===== config.mk =====
export PLATFORM = sky130hd
export DESIGN_NAME = bpa_ctrl
export DESIGN_NICKNAME = d
export VERILOG_FILES = /design/src/hdl/bpa_pkg.sv /design/src/hdl/bpa_ctrl.sv
export SDC_FILE = /design/constraint.sdc
export NUM_CORES = 1
export LEC_CHECK = 0
export ABC_AREA = 0
export BUFFER_PORTS_ARGS = -buffer_cell sky130_fd_sc_hd__buf_4
export CORE_AREA = 3 3 40 42
export CTS_BUF_LIST = sky130_fd_sc_hd__clkbuf_2
export CTS_CLUSTER_DIAMETER = 200
export DETAILED_ROUTE_END_ITERATION = 6
export DIE_AREA = 0 0 43 45
export PLACE_DENSITY = 0.55
export SETUP_SLACK_MARGIN = 0.05
export SYNTH_ARGS = -nofsm -noshare
export SYNTH_HDL_FRONTEND = slang
export SYNTH_SLANG_ARGS = --single-unit

===== constraint.sdc =====
create_clock -name aclk -period 1.2 [get_ports aclk]
set_clock_uncertainty 0.2 [all_clocks]
set_input_delay 0.12 -clock aclk [delete_from_list [all_inputs] [get_ports aclk]]
set_output_delay 0.12 -clock aclk [all_outputs]
set_load 0.05 [all_outputs]

===== src/hdl/bpa_pkg.sv =====
package bpa_pkg;

    localparam int MAX_PAGES     = 4096;
    localparam int PAGE_SHIFT    = 12;

    localparam int ADDR_W        = 48;
    localparam int LIMIT_W       = 13;
    localparam int COUNT_FIELD_W = 13;
    localparam int STATUS_W      = 2;
    localparam int CFG_IDX_W     = 1;
    localparam int CFG_DATA_W    = 48;

    localparam int WORD_BITS     = 64;
    localparam int BIT_W         = 6;
    localparam int BITMAP_WORDS  = (MAX_PAGES + WORD_BITS - 1) / WORD_BITS;
    localparam int WORD_W        = (BITMAP_WORDS > 1) ? $clog2(BITMAP_WORDS) : 1;
    localparam int PIDX_W        = WORD_W + BIT_W;
    localparam int PTR_W         = WORD_W + 1;
    localparam int SB_W          = PTR_W + BIT_W;
    localparam int LIM_W         = $clog2(MAX_PAGES + 1);
    localparam int CMP_W         = (LIM_W > LIMIT_W) ? LIM_W : LIMIT_W;
    localparam int PAGE_NUM_W    = ADDR_W - PAGE_SHIFT;

    localparam logic CMD_ACQUIRE = 1'b0;
    localparam logic CMD_RELEASE = 1'b1;

    localparam logic [CFG_IDX_W-1:0] REG_PAGE_LIMIT   = 1'b0;
    localparam logic [CFG_IDX_W-1:0] REG_BASE_ADDRESS = 1'b1;

    localparam logic [STATUS_W-1:0] STATUS_OK          = 2'd0;
    localparam logic [STATUS_W-1:0] STATUS_NO_FREE     = 2'd1;
    localparam logic [STATUS_W-1:0] STATUS_BAD_RELEASE = 2'd2;

    typedef enum logic [2:0] {
        ST_IDLE,
        ST_ACQ_SCAN,
        ST_ACQ_COMMIT,
        ST_REL_CALC,
        ST_REL_READ,
        ST_REL_CHECK,
        ST_RESP
    } bpa_state_t;

    typedef struct packed {
        logic              cmd;
        logic [ADDR_W-1:0] page_address;
    } bpa_in_t;

    typedef struct packed {
        logic [ADDR_W-1:0]        granted_address;
        logic [STATUS_W-1:0]      status;
        logic [COUNT_FIELD_W-1:0] pages_in_use;
    } bpa_out_t;

    typedef struct packed {
        logic start_acq;
        logic start_rel;
        logic scan;
        logic acq_fail;
        logic acq_commit;
        logic rel_calc;
        logic rel_read;
        logic rel_check;
        logic load_out;
    } bpa_cmd_t;

    typedef struct packed {
        logic found;
        logic exhausted;
        logic out_free;
    } bpa_stat_t;

endpackage


===== src/hdl/bpa_ctrl.sv =====
module bpa_ctrl (
    input  logic              aclk,
    input  logic              aresetn,
    input  logic              s_valid,
    input  logic              s_cmd,
    output logic              s_ready,
    input  bpa_pkg::bpa_stat_t stat,
    output bpa_pkg::bpa_cmd_t  cmd
);
    import bpa_pkg::*;

    bpa_state_t state_reg;
    bpa_state_t state_next;

    always_ff @(posedge aclk) begin
        if (!aresetn) begin
            state_reg <= ST_IDLE;
        end else begin
            state_reg <= state_next;
        end
    end

    always_comb begin
        state_next = state_reg;
        case (state_reg)
            ST_IDLE: begin
                if (s_valid) begin
                    state_next = (s_cmd == CMD_RELEASE) ? ST_REL_CALC : ST_ACQ_SCAN;
                end
            end
            ST_ACQ_SCAN: begin
                if (stat.found) begin
                    state_next = ST_ACQ_COMMIT;
                end else if (stat.exhausted) begin
                    state_next = ST_RESP;
                end
            end
            ST_ACQ_COMMIT: state_next = ST_RESP;
            ST_REL_CALC:   state_next = ST_REL_READ;
            ST_REL_READ:   state_next = ST_REL_CHECK;
            ST_REL_CHECK:  state_next = ST_RESP;
            ST_RESP: begin
                if (stat.out_free) begin
                    state_next = ST_IDLE;
                end
            end
            default: state_next = ST_IDLE;
        endcase
    end

    always_comb begin
        s_ready        = (state_reg == ST_IDLE);
        cmd            = '0;
        cmd.start_acq  = (state_reg == ST_IDLE) && s_valid && (s_cmd == CMD_ACQUIRE);
        cmd.start_rel  = (state_reg == ST_IDLE) && s_valid && (s_cmd == CMD_RELEASE);
        cmd.scan       = (state_reg == ST_ACQ_SCAN);
        cmd.acq_fail   = (state_reg == ST_ACQ_SCAN) && stat.exhausted && !stat.found;
        cmd.acq_commit = (state_reg == ST_ACQ_COMMIT);
        cmd.rel_calc   = (state_reg == ST_REL_CALC);
        cmd.rel_read   = (state_reg == ST_REL_READ);
        cmd.rel_check  = (state_reg == ST_REL_CHECK);
        cmd.load_out   = (state_reg == ST_RESP) && stat.out_free;
    end

`ifndef ASSERT_OFF
    a_resp_holds: assert property (@(posedge aclk) disable iff (!aresetn)
        (state_reg == ST_RESP) && !stat.out_free |=> (state_reg == ST_RESP))
        else $error("Result state left while the output register was full.");
`endif

endmodule


Yosys cells after proc, flatten, opt, wreduce, memory -nomap -nowiden
Index checks and enable logic that the tools add are counted.

cells by class
  equality and inequality tests = 9
  multiplexer cells = 6
  bitwise gates (word level) = 1
  reductions and logical operators = 10

operators by type and width
  cell                number
  $pmux 3 s6          1
  $mux 3              4
  $eq 3x3->1 const B  3
  $eq 3x2->1 const B  2
  $logic_and 1x1->1   6
  $ne 2x2->1 const B  2
  $eq 3x1->1 const B  1
  $logic_not 3->1     1
  $ne 3x3->1 const B  1
  $reduce_and 3->1    1
  $mux 2              1
  $reduce_or 2->1     1
  $logic_not 1->1     1
  $not 1->1           1

word-level totals
  bits in registers = 3
  output and inout bits = 10
  word-level logic and storage cells = 27

Longest topological paths before layout
Gate-level depths: netlist of the first run.

  depth in word-level cells = 3
  gate-level depth with buffers = 4
  mapped depth without buffers = 3

Worst setup path before layout of the first run
OpenSTA, ideal clock, no wires.

  path type = register -> output
  start point = register state_reg[2]
  end point = output cmd[8] (netlist name)
  data arrival time = 2351 ps
  slack = -1471 ps
  cell stages (with the launch flop) = 5
  path through = dfxtp_1 -> buf_6 -> nor3_1 -> nand2_1 -> nor2_1

RTL lines
  item                      RTL line        RTL
  start: declaration        bpa_ctrl.sv:12  bpa_state_t state_reg;
  start signal: assignment  bpa_ctrl.sv:19  state_reg <= state_next;
  end: declaration          bpa_ctrl.sv:8   output bpa_pkg::bpa_cmd_t cmd

==> impl_metrics.csv, run 1 <==
group,metric,value,unit
status,status,"finished, violations left",
status,violations,"negative setup slack",
power,power_frac_comb,69.8,%
grt,antenna_found_initial,0,
critical_path,crit_required,0.88,ns
power,report.power.total,1.00,mW
route,drt_iter0_markers,1,
sta,hold_viol,0,
grt,grt_use_total,11.4,%
clocking,cts.clk_slew.worst_paths,0.05,ns
floorplanning,core.rowCount,13,
route,routedWlPerCell,11.7,um
floorplanning,pin_count,17,
sta,finalSetupTns,-2.56,ns
floorplanning,die_w,43,um
route,ant_nets,0,
layout,post_route_cells_drive_above_1_share,89.1,%
yosys,synth.distinct_cells,18,
run,cap_violations,0,
route,drc,0,
route,via_per_inst,4.53,
yosys,syn-num-nets,38,
layout,num-fill-cells,110,
placement,pre_cts_ws,-0.0982,ns
yosys,ys_ff_latch,3,
grt,grt_pass1_wl,1.57,mm
yosys,yosys-top-cells-area,"dfxtp_1, nor3_1, nor3_4",
layout,final_nets,72,
yosys,syn_area,241,um^2
sta,slew_viol_final,0,
yosys,synth_top_area_share,24.9,%
grt,grt_max_degree,9,
critical_path,crit_type,"register to output port",
layout,ff_latch_area,68.8,um^2
sta,rsz0062_at_grt,"true",
layout,finalNonFillerCells,79,
critical_path,critPathLaunch,"state_reg[0]$_SDFFE_PN0P_",
power,switching_share,44.7,%
route,wirelength,927,um
sta,finalWorstSetupSlack,-0.280,ns
power,clockPowerShare,14.7,%
critical_path,cp.arrival,1.16,ns
floorplanning,die_area,1940,um^2
worst_hold_path,hp-class,"primary input to register",
grt,grt-ovfl-total,0,
placement,io_buffers,16,
clocking,cts_root_buf,"clkbuf_2",
clocking,clockBufferDepth,2,
sta,max_slew_margin,81.1,%
yosys,ys_seq_area_share,24.9,%
power,vdd_ir_drop_max,1.03,mV
yosys,syn_inst,31,
layout,largest_reg_flops,3,
grt,grt_util_met1,11.9,%
sta,setup_viol,13,
critical_path,cp-end-kind,"output port",
floorplanning,initial_utilization,18.8,%
critical_path,critPathLaunchType,"register",
yosys,synth_largest_area_cell,"dfxtp_1",
power,power_density,1420,nW/um^2
power,pwr-share-seq,15.5,%
placement,place_inst,67,
power,leakagePower,0.313,nW
yosys,avgSynthCellArea,7.79,um^2
clocking,cts_sinks,3,
sta,hold_ws,0.0274,ns
grt,use_met3,5.18,%
sta,fmax,676,MHz
grt,grt_use_met2,19.8,%
layout,syn_to_final_growth,192,%
critical_path,cp_max_fo,3,
clocking,cts_buffers,3,
route,vias,358,
sta,min_period,1.48,ns
sta,worst_slew_pin_slew,0.283,ns
clocking,clk_latency,0.22,ns
clocking,htreeDepth,1,
critical_path,r2r_start,"state_reg[0]$_SDFFE_PN0P_",
clocking,cts_tree,"yes",
floorplanning,core_area,1280,um^2
layout,multi_input_comb_area,268,um^2
worst_hold_path,min_from,"stat[2]",
layout,diodes,0,
power,p_switching,0.449,mW
floorplanning,die_h,45,um
grt,busiest_layer,"met2",
sta,min_period_over_period,123,%
grt,grt_pass1_vias,361,
placement,place_hpwl,576,um
yosys,ys_warn_count,0,
route,detail_route.first_pass.iterations,2,
placement,gp_congestion,0.758,
power,power.internal,0.555,mW
[power groups by stage]
stage | clock [mW] | sequential (mW) | combinational (mW)
after global placement | 0 | 0.155 | 0.494
after floorplan | 0 | 0.139 | 0.363
after detailed placement | 0 | 0.155 | 0.495
after CTS | 0.154 | 0.157 | 0.599
after global routing | 0.168 | 0.159 | 0.743
final | 0.148 | 0.155 | 0.701
[cell type report]
type	instances	area share (%)
tap	15	2.66
clock buffer	4	2.84
multi-input combinational	24	38.0
sequential	3	9.77
timing repair buffer	32	45.1
inverter	1	1.60
[placed cells by master, fill, tap and decap left out, drive strengths merged]
cell type,synthesis,routed
buf,3,31
nor3,7,7
clkbuf,0,4
dfxtp,3,3
nand2,3,3
and3,2,2
nor2,2,2
nor3b,2,2
inv,1,1
and2,1,1
nand3b,1,1
o211ai,1,1
a21oi,1,1
o21a,1,1
a311oi,1,1
nor2b,1,1
nor4b,1,1
dlygate4sd3,0,1
[through the flow]
stage / util, % / cell area [um^2]
floorplan: - / 329
CTS: 48.7 / 626
global placement: 38.5 / 494
finish: 54.8 / 704
detailed placement: 38.5 / 494
global route: 54.8 / 704
[kinds of logic (layout without fill, tap and decap cells)]
group                  after synthesis  count (layout)  synth area share [%]
and+or+nand+nor                     20              20                  52.9
DFF                                  3               3                  24.9
buffers and inverters                4              37                  10.4
AOI/OAI and AO/OA                    4               4                  11.9
[final timing paths]
| check | endpoint | slack, ns | cells past startpoint |
|---|---|---|---|
| worst min-delay path | state_reg[0]$_SDFFE_PN0P_ | 0.03 | 4 |
| worst min register to register | state_reg[0]$_SDFFE_PN0P_ | 0.40 | 2 |
| worst max-delay path | cmd[8] | -0.28 | 4 |
| worst max register to register | state_reg[1]$_SDFFE_PN0P_ | -0.14 | 5 |
[routing by layer]
| layer | wire [um] | vias to the layer above |
|---|---|---|
| met1 | 349 | 167 |
| met5 | 0 | - |
| met4 | 8 | 0 |
| met2 | 514 | 8 |
| li1 | - | 181 |
| met3 | 54 | 2 |
[synthesized netlist by cell type]
cell / instances
a311oi_1: 1
nand3b_1: 1
a21oi_1: 1
buf_2: 2
nor2_1: 2
dfxtp_1: 3
nor3_4: 1
nor2b_1: 1
o21a_1: 1
buf_6: 1
nor3_1: 6
nor4b_2: 1
nand2_1: 3
o211ai_1: 1
and2_1: 1
and3_1: 2
nor3b_1: 2
inv_1: 1
[worst max-delay path, cell delays in order (launching register included)]
cell	delay (ns)
dfxtp_4	0.35
nor3_4	0.23
nand2_2	0.09
nor2_4	0.11
buf_6	0.16
[repair_timing]
item | in CTS | in global routing
endpoints found under the setup margin | 13 | 13
pin swaps | 7 | 6
buffers inserted | 3 | 4
hold buffers | 1 | 0
resized for setup | 24 | 13
endpoints found under the hold margin | 3 | 0
Note: power is estimated with default switching activity, not from simulation.
==> run 2: changes to the inputs <==
==> constraint.sdc (replaced) <==
create_clock -name aclk -period 1.2 [get_ports aclk]
set_clock_uncertainty 0.2 [all_clocks]
set_input_delay 0.12 -clock aclk [delete_from_list [all_inputs] [get_ports aclk]]
set_output_delay 0.12 -clock aclk [all_outputs]
set_load 0.01 [all_outputs]
==> run 2 against run 1 <==
- die area unchanged
- total power fell by 30%
- worst setup slack improved by 0.12 ns
- core utilization shrank 10 points
- the flow still finishes with violations (negative setup slack)
- combinational power decreased by 43%
- sequential power rose by 9%
- sequential share of layout area grew 2.7 points
- fmax rose by 9.0%
- global-route usage down 0.79 points
==> impl_metrics.csv, run 2 (synthesis results as in run 1) <==
group,metric,value,unit
critical_path,cp-end-kind,"output port",
worst_hold_path,hp-class,"primary input to register",
route,ant_nets,0,
route,via_per_inst,4.42,
critical_path,crit_required,0.88,ns
clocking,htreeDepth,1,
worst_hold_path,min_from,"stat[2]",
layout,multi_input_comb_area,210,um^2
route,vias,340,
route,detail_route.first_pass.iterations,2,
placement,gp_congestion,0.832,
route,routedWlPerCell,11.1,um
status,violations,"negative setup slack",
sta,finalWorstSetupSlack,-0.157,ns
sta,min_period,1.36,ns
layout,final_nets,70,
floorplanning,core.rowCount,13,
power,leakagePower,0.272,nW
critical_path,r2r_cells,4,
sta,hold_viol,0,
critical_path,critPathLaunchType,"register",
critical_path,cp.arrival,1.04,ns
layout,largest_reg_flops,3,
placement,place_hpwl,587,um
clocking,cts_tree,"yes",
floorplanning,initial_utilization,18.8,%
placement,io_buffers,16,
clocking,clk_latency,0.20,ns
floorplanning,pin_count,17,
layout,finalNonFillerCells,77,
floorplanning,die_area,1940,um^2
floorplanning,die_h,45,um
clocking,cts_root_buf,"clkbuf_2",
layout,syn_to_final_growth,136,%
clocking,cts_sinks,3,
critical_path,critPathLaunch,"state_reg[2]$_SDFFE_PN0P_",
route,drt_iter0_markers,2,
grt,grt_pass1_vias,356,
floorplanning,core_area,1280,um^2
layout,mostFrequentLayoutCells,"buf_4, buf_6, clkbuf_2",
route,wirelength,855,um
clocking,cts_buffers,3,
grt,grt_pass1_wl,1.55,mm
layout,final_common_cell,"buf_4",
clocking,cts.clk_slew.worst_paths,0.04,ns
route,drc,0,
critical_path,crit_type,"register to output port",
power,vdd_ir_drop_max,0.522,mV
floorplanning,die_w,43,um
sta,min_period_over_period,113,%
clocking,clockBufferDepth,2,
sta,max_slew_margin,82.5,%
worst_hold_path,hold_depth,4,
sta,worst_slew_pin_slew,0.261,ns
critical_path,cp_max_fo,6,
sta,hold_ws,0.0668,ns
sta,setup_viol,12,
sta,fmax,737,MHz
layout,post_route_cells_drive_above_1_share,75.8,%
status,status,"finished, violations left",
sta,slew_viol_final,0,
sta,finalSetupTns,-1.37,ns
power,power_density,1230,nW/um^2
grt,grt_max_degree,11,
grt,grt_use_total,10.7,%
grt,antenna_found_initial,0,
power,report.power.total,0.704,mW
grt,grt-ovfl-total,0,
placement,place_inst,68,
layout,diodes,0,
run,cap_violations,0,
layout,ff_latch_area,71.3,um^2
sta,rsz0062_at_grt,"true",
critical_path,r2r_start,"state_reg[0]$_SDFFE_PN0P_",
layout,num-fill-cells,142,
## run 2: cell count changes in the layout (fill, tap and decap cells not counted), moves of 2 or more
cell	previous run	this run
nor3_4	4	2
buf_6	12	5
buf_4	15	24
and3_1	0	2
nor2_1	0	2
buf_8	4	0
nand2_1	1	3
nor2_4	2	0
and3_4	2	0
## run 2: timing repair
action                                 in CTS  in global routing
setup endpoints to repair                  13                 13
pin swaps                                   4                  7
endpoints found under the hold margin       2                  0
resized for setup                          12                  7
setup buffers                               2                  2
hold buffers                                1                  0
## run 2: critical path, cell delays in order, from the launching register on
cell,delay (ns)
dfxtp_4,0.36
nor3_4,0.20
and3_1,0.17
buf_4,0.11
## run 2: per-layer routing
layer / part of all wire (%) / wire length, um / vias to the layer above / GRT usage, %
li1: - / - / 172 / -
met2: 48 / 408 / 14 / 17.4
met5: 0 / 0 / - / 0
met1: 42 / 361 / 154 / 12.3
met4: 0 / 0 / 0 / 5.42
met3: 10 / 86 / 0 / 3.98
## run 2: where the power goes
| part | total [mW] | internal (mW) | switching [mW] |
|---|---|---|---|
| registers | 0.169 | 0.126 | 0.0435 |
| clock network | 0.137 | 0.0879 | 0.0487 |
| logic | 0.398 | 0.244 | 0.154 |
| total | 0.704 | 0.458 | 0.246 |
## run 2: path summary, 6_finish.rpt
kind,slack (ns),endpoint
worst max register to register,-0.09,state_reg[0]$_SDFFE_PN0P_
worst min-delay path,0.07,state_reg[0]$_SDFFE_PN0P_
worst max-delay path,-0.16,cmd[7]
worst min register to register,0.43,state_reg[1]$_SDFFE_PN0P_
## run 2: cell type report
| cell class | count | share of cell area (%) |
|---|---|---|
| inverters | 1 | 0.658 |
| clock buffers | 4 | 3.51 |
| flip-flops and latches | 3 | 12.5 |
| well taps | 15 | 3.29 |
| repair buffers | 30 | 43.2 |
| multi-input cells | 24 | 36.8 |
## run 2: through the flow
step	setup WS (ns)	cell area, um^2	util [%]
6_report	-0.157	571	44.4
5_1_grt	-0.238	571	44.4
4_1_cts	-0.174	531	41.3
3_5_place_dp	-0.0973	442	34.4
3_3_place_gp	-0.0951	442	34.4
2_1_floorplan	-0.00786	256	-
